--- src/rtl/core/prc_pkg.sv ---
// Shared types, codes and helpers for the pump run controller.
package prc_pkg;

  // Item kinds carried in the func field
  localparam logic [1:0] FUNC_REPORT = 2'd0;
  localparam logic [1:0] FUNC_BUTTON = 2'd1;
  localparam logic [1:0] FUNC_TICK   = 2'd2;

  // Report codes and qualified tank states
  localparam logic [1:0] LEVEL_FULL   = 2'd0;
  localparam logic [1:0] LEVEL_EMPTY  = 2'd1;
  localparam logic [1:0] LEVEL_NODATA = 2'd2;

  // Configuration register indexes
  localparam logic [1:0] REG_NETWORK_MATCH_ID = 2'd0;
  localparam logic [1:0] REG_RUN_MINUTES      = 2'd1;
  localparam logic [1:0] REG_SILENCE_LIMIT    = 2'd2;
  localparam logic [1:0] REG_SEND_REPEATS     = 2'd3;

  localparam int unsigned TicksPerMinute  = 600;
  localparam int unsigned MinutesMax      = 18;
  localparam int unsigned MinutesFallback = 3;
  localparam int unsigned TimeLeftMax     = MinutesMax * TicksPerMinute;

  localparam logic [13:0] NETWORK_ID_RESET    = 14'd1033;
  localparam logic [4:0]  RUN_MINUTES_RESET   = 5'd3;
  localparam logic [7:0]  SILENCE_LIMIT_RESET = 8'd30;
  localparam logic [3:0]  SEND_REPEATS_RESET  = 4'd10;
  localparam logic [13:0] COUNTDOWN_RESET     = 14'(MinutesFallback * TicksPerMinute);

  localparam logic [1:0] REPORT_STREAK_MAX = 2'd3;
  localparam logic [1:0] START_STREAK      = 2'd3;
  localparam logic [1:0] NODATA_STREAK     = 2'd2;
  localparam logic [2:0] STOP_STREAK_MAX   = 3'd7;
  localparam logic [2:0] STOP_STREAK       = 3'd5;

  typedef struct packed {
    logic [1:0]  func;
    logic [13:0] report_network;
    logic [1:0]  report_level;
  } in_item_t;

  typedef struct packed {
    logic        motor_on;
    logic        send_now;
    logic        sent_code;
    logic [1:0]  tank_state;
    logic [13:0] time_left;
  } out_item_t;

  typedef struct packed {
    logic [13:0] network_match_id;
    logic [4:0]  run_minutes;
    logic [7:0]  silence_limit;
    logic [3:0]  send_repeats;
  } cfg_t;

  typedef struct packed {
    logic        motor_running;
    logic [1:0]  tank_level;
    logic [1:0]  full_streak;
    logic [1:0]  empty_streak;
    logic [1:0]  nodata_streak;
    logic [2:0]  stop_streak;
    logic [13:0] countdown;
    logic [7:0]  silence_ticks;
    logic        burst_active;
    logic [3:0]  burst_sent;
  } state_t;

  // Countdown reload; out-of-range minute settings fall back to the default
  function automatic logic [13:0] reload_value(input logic [4:0] minutes);
    logic [4:0] m;
    m = minutes;
    if (m == 5'd0 || m > 5'(MinutesMax)) begin
      m = 5'(MinutesFallback);
    end
    return 14'(m) * 14'(TicksPerMinute);
  endfunction

endpackage

--- src/rtl/core/prc_update.sv ---
// Next-state and result logic for one item of the pump run controller.
module prc_update (
  input  prc_pkg::state_t    state_i,
  input  prc_pkg::cfg_t      cfg_i,
  input  prc_pkg::in_item_t  item_i,
  output prc_pkg::state_t    state_o,
  output prc_pkg::out_item_t result_o
);

  always_comb begin
    prc_pkg::state_t s;
    logic            match;
    logic            sent;
    logic [13:0]     reload;

    s      = state_i;
    sent   = 1'b0;
    reload = prc_pkg::reload_value(cfg_i.run_minutes);
    match  = (item_i.report_network == cfg_i.network_match_id);

    case (item_i.func)
      prc_pkg::FUNC_REPORT: begin
        if (match && item_i.report_level == prc_pkg::LEVEL_FULL) begin
          if (s.full_streak != prc_pkg::REPORT_STREAK_MAX) begin
            s.full_streak = s.full_streak + 2'd1;
          end
          if (s.full_streak >= prc_pkg::START_STREAK && s.motor_running) begin
            s.motor_running = 1'b0;
            s.burst_active  = 1'b1;
            s.burst_sent    = 4'd0;
            s.countdown     = reload;
            s.full_streak   = 2'd0;
            s.tank_level    = prc_pkg::LEVEL_FULL;
          end
        end else begin
          s.full_streak = 2'd0;
        end

        if (match && item_i.report_level == prc_pkg::LEVEL_EMPTY) begin
          if (s.empty_streak != prc_pkg::REPORT_STREAK_MAX) begin
            s.empty_streak = s.empty_streak + 2'd1;
          end
          if (s.empty_streak >= prc_pkg::START_STREAK) begin
            s.motor_running = 1'b1;
            s.burst_active  = 1'b1;
            s.burst_sent    = 4'd0;
            s.empty_streak  = 2'd0;
            s.tank_level    = prc_pkg::LEVEL_EMPTY;
          end
        end else begin
          s.empty_streak = 2'd0;
        end

        if (match && item_i.report_level == prc_pkg::LEVEL_NODATA) begin
          if (s.nodata_streak != prc_pkg::REPORT_STREAK_MAX) begin
            s.nodata_streak = s.nodata_streak + 2'd1;
          end
          if (s.nodata_streak >= prc_pkg::NODATA_STREAK) begin
            s.nodata_streak = 2'd0;
            s.tank_level    = prc_pkg::LEVEL_NODATA;
          end
        end else begin
          s.nodata_streak = 2'd0;
        end

        s.silence_ticks = 8'd0;
      end

      prc_pkg::FUNC_BUTTON: begin
        if (!s.motor_running) begin
          s.motor_running = 1'b1;
          s.countdown     = reload;
        end else begin
          s.motor_running = 1'b0;
        end
        s.burst_active = 1'b1;
        s.burst_sent   = 4'd0;
      end

      prc_pkg::FUNC_TICK: begin
        if (s.motor_running) begin
          if (s.countdown != 14'd0) begin
            s.countdown = s.countdown - 14'd1;
          end
          if (s.countdown == 14'd0 || s.tank_level == prc_pkg::LEVEL_FULL) begin
            if (s.stop_streak != prc_pkg::STOP_STREAK_MAX) begin
              s.stop_streak = s.stop_streak + 3'd1;
            end
            if (s.stop_streak >= prc_pkg::STOP_STREAK) begin
              s.motor_running = 1'b0;
              s.burst_active  = 1'b1;
              s.burst_sent    = 4'd0;
              s.stop_streak   = 3'd0;
              s.countdown     = reload;
            end
          end else begin
            s.stop_streak = 3'd0;
          end
        end

        if (s.silence_ticks != 8'hFF) begin
          s.silence_ticks = s.silence_ticks + 8'd1;
        end
        if (s.silence_ticks > cfg_i.silence_limit &&
            s.tank_level != prc_pkg::LEVEL_NODATA) begin
          s.tank_level    = prc_pkg::LEVEL_NODATA;
          s.motor_running = 1'b0;
          s.burst_active  = 1'b1;
          s.burst_sent    = 4'd0;
          s.countdown     = reload;
        end

        // A send repeat of zero ends the burst after one send, like one
        if (s.burst_active) begin
          sent = 1'b1;
          if (s.burst_sent != 4'hF) begin
            s.burst_sent = s.burst_sent + 4'd1;
          end
          if (s.burst_sent >= cfg_i.send_repeats) begin
            s.burst_active = 1'b0;
          end
        end
      end

      default: begin
      end
    endcase

    state_o             = s;
    result_o.motor_on   = s.motor_running;
    result_o.send_now   = sent;
    result_o.sent_code  = sent & s.motor_running;
    result_o.tank_state = s.tank_level;
    result_o.time_left  = s.countdown;
  end

endmodule

--- src/rtl/core/pump_run_controller.sv ---
// Top level of the pump run controller: input stage, state, result register.
// Path: an input transfer is captured in the input stage, and its result is then loaded into the result register.
// Throughput: one item per cycle while the result register does not stall; the single state-update stage sets it.
// Backpressure: a full input stage holds while the result register stalls.
// Reset: asynchronous, active low; configuration returns to its defaults, the
// motor is off, the tank reads no data and a status burst is pending.
module pump_run_controller (
  input  logic               clk_i,
  input  logic               rst_ni,
  input  logic               in_valid_i,
  output logic               in_ready_o,
  input  prc_pkg::in_item_t  in_item_i,
  output logic               out_valid_o,
  input  logic               out_ready_i,
  output prc_pkg::out_item_t out_item_o,
  input  logic               cfg_we_i,
  input  logic [1:0]         cfg_index_i,
  input  logic [13:0]        cfg_data_i
);

  prc_pkg::cfg_t      cfg_q;
  prc_pkg::state_t    state_q, state_d;
  prc_pkg::in_item_t  s1_item_q;
  logic               s1_valid_q;
  prc_pkg::out_item_t out_item_q, result;
  logic               out_valid_q;
  logic               advance;
  logic               in_xfer;

  // Advance when the result register is empty or its item transfers now
  assign advance    = !out_valid_q || out_ready_i;
  assign in_ready_o = !s1_valid_q || advance;
  assign in_xfer    = in_valid_i && in_ready_o;

  // Configuration writes: truncate data to each register's width
  always_ff @(posedge clk_i or negedge rst_ni) begin
    if (!rst_ni) begin
      cfg_q.network_match_id <= prc_pkg::NETWORK_ID_RESET;
      cfg_q.run_minutes      <= prc_pkg::RUN_MINUTES_RESET;
      cfg_q.silence_limit    <= prc_pkg::SILENCE_LIMIT_RESET;
      cfg_q.send_repeats     <= prc_pkg::SEND_REPEATS_RESET;
    end else if (cfg_we_i) begin
      case (cfg_index_i)
        prc_pkg::REG_NETWORK_MATCH_ID: cfg_q.network_match_id <= cfg_data_i;
        prc_pkg::REG_RUN_MINUTES:      cfg_q.run_minutes      <= cfg_data_i[4:0];
        prc_pkg::REG_SILENCE_LIMIT:    cfg_q.silence_limit    <= cfg_data_i[7:0];
        prc_pkg::REG_SEND_REPEATS:     cfg_q.send_repeats     <= cfg_data_i[3:0];
        default: begin
        end
      endcase
    end
  end

  // Input stage: capture on transfer, drop once moved into the update stage
  always_ff @(posedge clk_i or negedge rst_ni) begin
    if (!rst_ni) begin
      s1_valid_q <= 1'b0;
    end else if (in_xfer) begin
      s1_valid_q <= 1'b1;
    end else if (advance) begin
      s1_valid_q <= 1'b0;
    end
  end

  always_ff @(posedge clk_i) begin
    if (in_xfer) begin
      s1_item_q <= in_item_i;
    end
  end

  prc_update u_update (
    .state_i  (state_q),
    .cfg_i    (cfg_q),
    .item_i   (s1_item_q),
    .state_o  (state_d),
    .result_o (result)
  );

  // Commit state only when the held item moves into the result register
  always_ff @(posedge clk_i or negedge rst_ni) begin
    if (!rst_ni) begin
      state_q.motor_running <= 1'b0;
      state_q.tank_level    <= prc_pkg::LEVEL_NODATA;
      state_q.full_streak   <= 2'd0;
      state_q.empty_streak  <= 2'd0;
      state_q.nodata_streak <= 2'd0;
      state_q.stop_streak   <= 3'd0;
      state_q.countdown     <= prc_pkg::COUNTDOWN_RESET;
      state_q.silence_ticks <= 8'd0;
      state_q.burst_active  <= 1'b1;
      state_q.burst_sent    <= 4'd0;
    end else if (advance && s1_valid_q) begin
      state_q <= state_d;
    end
  end

  // Result register: load on advance, clear valid when it drains empty
  always_ff @(posedge clk_i or negedge rst_ni) begin
    if (!rst_ni) begin
      out_valid_q <= 1'b0;
    end else if (advance) begin
      out_valid_q <= s1_valid_q;
    end
  end

  always_ff @(posedge clk_i) begin
    if (advance && s1_valid_q) begin
      out_item_q <= result;
    end
  end

  assign out_valid_o = out_valid_q;
  assign out_item_o  = out_item_q;

endmodule

--- config.mk ---
export PLATFORM = sky130hd
export DESIGN_NAME = pump_run_controller
export DESIGN_NICKNAME = d
export VERILOG_FILES = /design/src/rtl/core/prc_pkg.sv /design/src/rtl/core/prc_update.sv /design/src/rtl/core/pump_run_controller.sv
export SDC_FILE = /design/constraint.sdc
export NUM_CORES = 1
export LEC_CHECK = 0
export ABC_AREA = 1
export BUFFER_PORTS_ARGS = -buffer_cell sky130_fd_sc_hd__buf_2
export CORE_MARGIN = 10
export CORE_UTILIZATION = 57
export CTS_BUF_LIST = sky130_fd_sc_hd__clkbuf_4
export DETAILED_ROUTE_END_ITERATION = 8
export PLACE_DENSITY = 0.78
export SYNTH_ARGS = -nofsm -noshare
export SYNTH_HDL_FRONTEND = slang
export SYNTH_HIERARCHICAL = 1
export SYNTH_SLANG_ARGS = --single-unit
--- constraint.sdc ---
create_clock -name clk_i -period 4.1 [get_ports clk_i]
set_clock_uncertainty 0.15 [all_clocks]
set_input_delay 0.205 -clock clk_i [delete_from_list [all_inputs] [get_ports clk_i]]
set_output_delay 0.205 -clock clk_i [all_outputs]
set_load 0.01 [all_outputs]
# ---- Word-level counts from Yosys, hierarchy flattened
# Index checks and enable logic that the tools add are counted.
dict set report totals {
  regBits 109
  inputBits 39
  output_inout_bits 21
  wordCells 153
}
dict set report classes {
  add_sub_neg 7
  mul 1
  n_lt_le_gt_ge 7
  eq_ne 15
  n_mux 67
  bitwise_logic 1
  n_reduce_logical 31
}
# operator count
set ops {}
lappend ops {{$mux 14} 9}
lappend ops {{$mux 5} 13}
lappend ops {{$pmux 14 s3} 1}
lappend ops {{$mux 2} 16}
lappend ops {{$mux 3} 9}
lappend ops {{$mux 17} 1}
lappend ops {{$mux 8} 2}
lappend ops {{$pmux 8 s2} 1}
lappend ops {{$pmux 5 s3} 1}
lappend ops {{$eq 14x14->1} 1}
lappend ops {{$logic_not 14->1} 1}
lappend ops {{$reduce_and 2->1} 7}
lappend ops {{$reduce_bool 14->1} 1}
lappend ops {{$sub 14x1->14 const B} 1}
lappend ops {{$mux 4} 3}
lappend ops {{$mul 5x7->11 const B} 1}
lappend ops {{$mux 1} 9}
lappend ops {{$add 8x1->8 const B} 1}
lappend ops {{$eq 2x2->1 const B} 4}
lappend ops {{$gt 8x8->1} 1}
lappend ops {{$logic_not 2->1} 4}
lappend ops {{$ne 2x2->1 const B} 4}
lappend ops {{$ne 8x8->1 const B} 1}
lappend ops {{$logic_and 1x1->1} 7}
lappend ops {{other kinds (19)} 30}

# ---- Longest topological paths before layout
dict set report depth {
  word_depth 23
  ltp_mapped 32
  mapped_depth_nobuf 31
}

# ---- Cells and area by module
# Netlist, hierarchy kept.
# module instances cells_per_inst area_each_um2 seq_area_each_um2
set by_module_without_submodules {}
lappend by_module_without_submodules {pump_run_controller 1 355 4061.4 2934.1}
lappend by_module_without_submodules {prc_update 1 594 3233.1 0.0}

# ---- Worst setup path before layout
# No wires, ideal clock.
dict set report synth_path {
  path_type {register -> register}
  startpoint {reg state_q[5] (netlist name)}
  endpoint {reg state_q[4] (netlist name)}
  setup_time_ns 0.060
  t_arrival_ns 4.007
  required_time_ns 3.890
  path_slack_ns -0.118
  path_stages_with_launch 31
  path_buffers 1
  synth_period_minus_slack_ns 4.218
  cell_sequence {dfrtp_1 -> ha_1 -> nand2_1 -> nor3_1 -> nand3_1 -> nand2_1 -> nor2_1 -> a21oi_1 -> ha_1 -> a21oi_1 -> o21ai_0 -> nand2_1 -> o211ai_1 -> o211ai_1 -> nand2_4 -> buf_8 -> nor2_1 -> ha_1 -> inv_1 -> nor2_1 -> nand2_2 -> o21a_1 -> ha_1 -> a21boi_0 -> o21ai_0 -> nand2_1 -> a21oi_1 -> nand2_1 -> nand3_1 -> nand3_1 -> nand2_1}
}
# item line_no
set synth_rtl {}
lappend synth_rtl {{start, declared} pump_run_controller.sv:22} ;# prc_pkg::state_t state_q, state_d;
lappend synth_rtl {{start signal, assigned} pump_run_controller.sv:93} ;# state_q <= state_d;

==> out/qor.yml <==
outcome:
  status: "finished, violations left"
  violations: "setup timing"
drt:
  first_iter_violations: 716
  routed_via_density: 5.50
  postRouteAntennaNets: 0
  routedLengthMet1_mm: 7.85
  drc_errors: 0
  highest_layer: "met4"
  dr.pass1.iters: 5
  num_vias: 6906
  wl_met2_mm: 9.62
  drt-total-wl_mm: 19.4
  wire_per_inst_um: 15.4
  wl_met3_mm: 1.13
pwr:
  vdd_ir_drop_max_mv: 0.237
  p_per_area_nw_per_um2: 543
  p_leak_nw: 4.33
  switching_share_pct: 45.4
  pwr-share-clk_pct: 12.5
  comb_power_share_pct: 53.3
  netSwitchingPower_mw: 2.15
  total_power_mw: 4.73
  p_int_mw: 2.59
  seq_power_share_pct: 34.2
sta:
  hold_viol: 0
  max_slew.worst_pin.slew_ns: 0.967
  worst_slack_ns: -0.137
  setup_viol: 3
  period_minus_slack_ns: 4.24
  maxSlewViolCount: 0
  fmax_mhz: 236
  rsz0062_at_grt: "true"
  fin_hold_ws_ns: 0.0640
  slew-limit-headroom_pct: 35.6
  finalCritPeriodShare_pct: 103
logic_synthesis:
  synth-compound-area-share_pct: 9.61
  synthMuxAreaShare_pct: 0
  synthArstFlopShare_pct: 66.1
  avgSynthCellArea_um2: 7.69
  yosys_warnings: 6
  synth-xor-area-share_pct: 2.88
  yosys.area_share.adder_pct: 6.83
  synth_simple_gate_area_share_pct: 30.7
  synth.distinct_cells: 51
  synth_ff_type: "dfrtp_1"
  synth_seq_cells: 109
  synth.net_count: 1026
  post_synth_inst_count: 949
  netlist_area_um2: 7290
  seq_area_frac_synth_pct: 40.2
  synth_top_family_by_area: "simple AND/OR/NAND/NOR gates"
  synth_edf_count: 37
worst_setup_path:
  crit_buf_inv: 13
  critPathTopFamily: "buffers and inverters"
  critPathRequiredTime_ns: 4.18
  cpMostUsedCell: "buf_4"
  crit_slowest_cell: "dfrtp_1"
  critPathMaxFanout: 6
  crit_type: "flop to flop"
  critPathMaxStageDelay_ns: 0.41
  start_kind: "flop"
  critPathArrivalTime_ns: 4.32
  crit_path_end_kind: "flop"
finish:
  drive_gt1_share_pct: 20.7
  nNetsFinal: 1153
  fin_cells: 1256
  layout_common_cells: "282 x nand2_1, 96 x inv_1, 82 x nand3_1"
  area_growth_pct: 19.6
  final_util_pct: 69.4
  final_common_cell: "nand2_1"
global_routing:
  grt_remaining_overflow: 0
  grt_util_all_layers_pct: 21.9
  first_global_vias: 6763
  grt_pass1_wl_mm: 31.8
  grt_max_degree: 42
  antenna_found_initial: 2
clocking:
  cts-root-buf: "clkbuf_4"
  cts_tree: "done"
  worstSkewPairLatency_ns: 0.51
  cts_made_buffers: 9
  cts.reportedPaths.clkPinSlew_ns: 0.17
  clock-sinks: 109
  cts_buffer_depth: 2
  cts_max_level: 3
die:
  core_um2: 12600
  dieArea_um2: 17700
  start_util_pct: 58.0
  fp.dieW_um: 133
  num_rows: 41
  die_h_um: 133
  ios: 60
placed_design:
  hpwl_mm: 13.0
  dp.cells: 1169
  place_congestion: 0.954
  place_ws_ns: -0.193
  port_buffers: 59
worst_hold_path:
  hold_class: "input port to flop"
job:
  drv_cap: 0
==> final timing paths <==
path	startpoint	to	slack [ns]	cells after the start
setup / recovery	state_q[6]	out_item_o[15]	-0.14	26
hold / removal	cfg_we_i	cfg_q[27]	0.06	3
setup reg to reg	state_q[6]	out_item_o[15]	-0.14	26
hold reg to reg	cfg_q[6]	cfg_q[6]	0.33	2
max in group asynchronous	rst_ni	state_q[37]	2.56	3
min in group asynchronous	rst_ni	state_q[18]	0.21	2
==> worst min-delay path, cell delays in order <==
cell	delay, ns
buf_2	0.30
nand3_1	0.18
nand2_1	0.05
==> power groups by stage <==
stage | combinational (mW) | clock [mW] | sequential (mW)
6_report | 2.52 | 0.592 | 1.62
2_1_floorplan | 1.73 | 0 | 1.64
4_1_cts | 2.35 | 0.606 | 1.62
3_3_place_gp | 2.22 | 0 | 1.63
5_1_grt | 2.82 | 0.657 | 1.65
3_5_place_dp | 2.26 | 0 | 1.64
==> registers in the layout (all words and copies together) (netlist names) <==
| signal | flops |
|---|---|
| s1_item_q | 18 |
| state_q | 39 |
| cfg_q | 31 |
| out_valid_o | 1 |
| s1_valid_q | 1 |
| out_item_o | 19 |
==> cell families after synthesis <==
| group | Yosys count |
|---|---|
| simple gates | 505 |
| buf+inv | 153 |
| compound gates | 120 |
| flops | 109 |
| fa+ha+maj | 38 |
| xor+xnor | 24 |
==> synth_stat cells, types with 2 or more instances <==
| master | number | area, µm² |
|---|---|---|
| buf_2 | 13 | 65.1 |
| xor2_1 | 18 | 158 |
| nor2_1 | 71 | 267 |
| clkinv_1 | 3 | 11.3 |
| nand3_2 | 2 | 20.0 |
| o21ai_1 | 6 | 30.0 |
| nand2_2 | 4 | 25.0 |
| inv_1 | 99 | 372 |
| nand3_1 | 83 | 415 |
| xnor2_1 | 6 | 52.6 |
| edfxtp_1 | 37 | 1110 |
| a21boi_0 | 3 | 22.5 |
| fa_1 | 3 | 60.1 |
| buf_4 | 19 | 143 |
| o21bai_1 | 2 | 15.0 |
| a21oi_2 | 2 | 17.5 |
| clkbuf_1 | 9 | 33.8 |
| inv_2 | 2 | 7.51 |
| nor4_1 | 3 | 18.8 |
| nand4_1 | 23 | 144 |
| nand2_4 | 3 | 33.8 |
| nand3_4 | 3 | 52.6 |
| o21ai_0 | 33 | 165 |
| buf_6 | 5 | 56.3 |
| o211ai_1 | 8 | 60.1 |
| nand2_1 | 289 | 1080 |
| dfrtp_1 | 55 | 1380 |
| ha_1 | 35 | 438 |
| a22oi_1 | 2 | 15.0 |
| nor2_8 | 2 | 40.0 |
| o21ai_2 | 3 | 26.3 |
| dfstp_2 | 17 | 447 |
| nor2_2 | 5 | 31.3 |
| nor3b_1 | 2 | 15.0 |
| a21oi_1 | 38 | 190 |
| a211oi_1 | 3 | 22.5 |
| o21a_1 | 2 | 15.0 |
| o22ai_1 | 13 | 81.3 |
| nor3_1 | 8 | 40.0 |
| or2_2 | 4 | 25.0 |
==> repair_timing <==
item / CTS / global route
hold buffers: 42 / 0
setup endpoints to repair: 3 / 7
pin swaps: 9 / 22
gates cloned: 0 / 0
resized for setup: 13 / 32
setup buffers: 18 / 8
hold endpoints to repair: 80 / 0
==> per-stage QoR <==
stage	area [µm²]	setup TNS, ns
4_1_cts	8540	-0.0200
2_1_floorplan	7320	0
5_1_grt	8720	-1.43
3_5_place_dp	7790	-0.379
3_3_place_gp	7790	-0.0673
6_report	8720	-0.320
==> layer usage <==
metal	vias to the layer above	global-route usage [%]
met2	283	38.1
met5	-	0
li1	3375	-
met3	61	4.29
met1	3187	25.2
met4	0	10.6
==> layout make-up <==
class                           count  area, µm²
Antenna cell                        3       7.51
Clock buffer                       10       75.1
Clock inverter                      6       80.1
Fill cell                        1038       3840
Inverter                          106        402
Multi-Input combinational cell    687       3830
Sequential cell                   109       2930
Tap cell                          172        215
Timing Repair Buffer              163       1180
(Power assumes the default switching activity.)
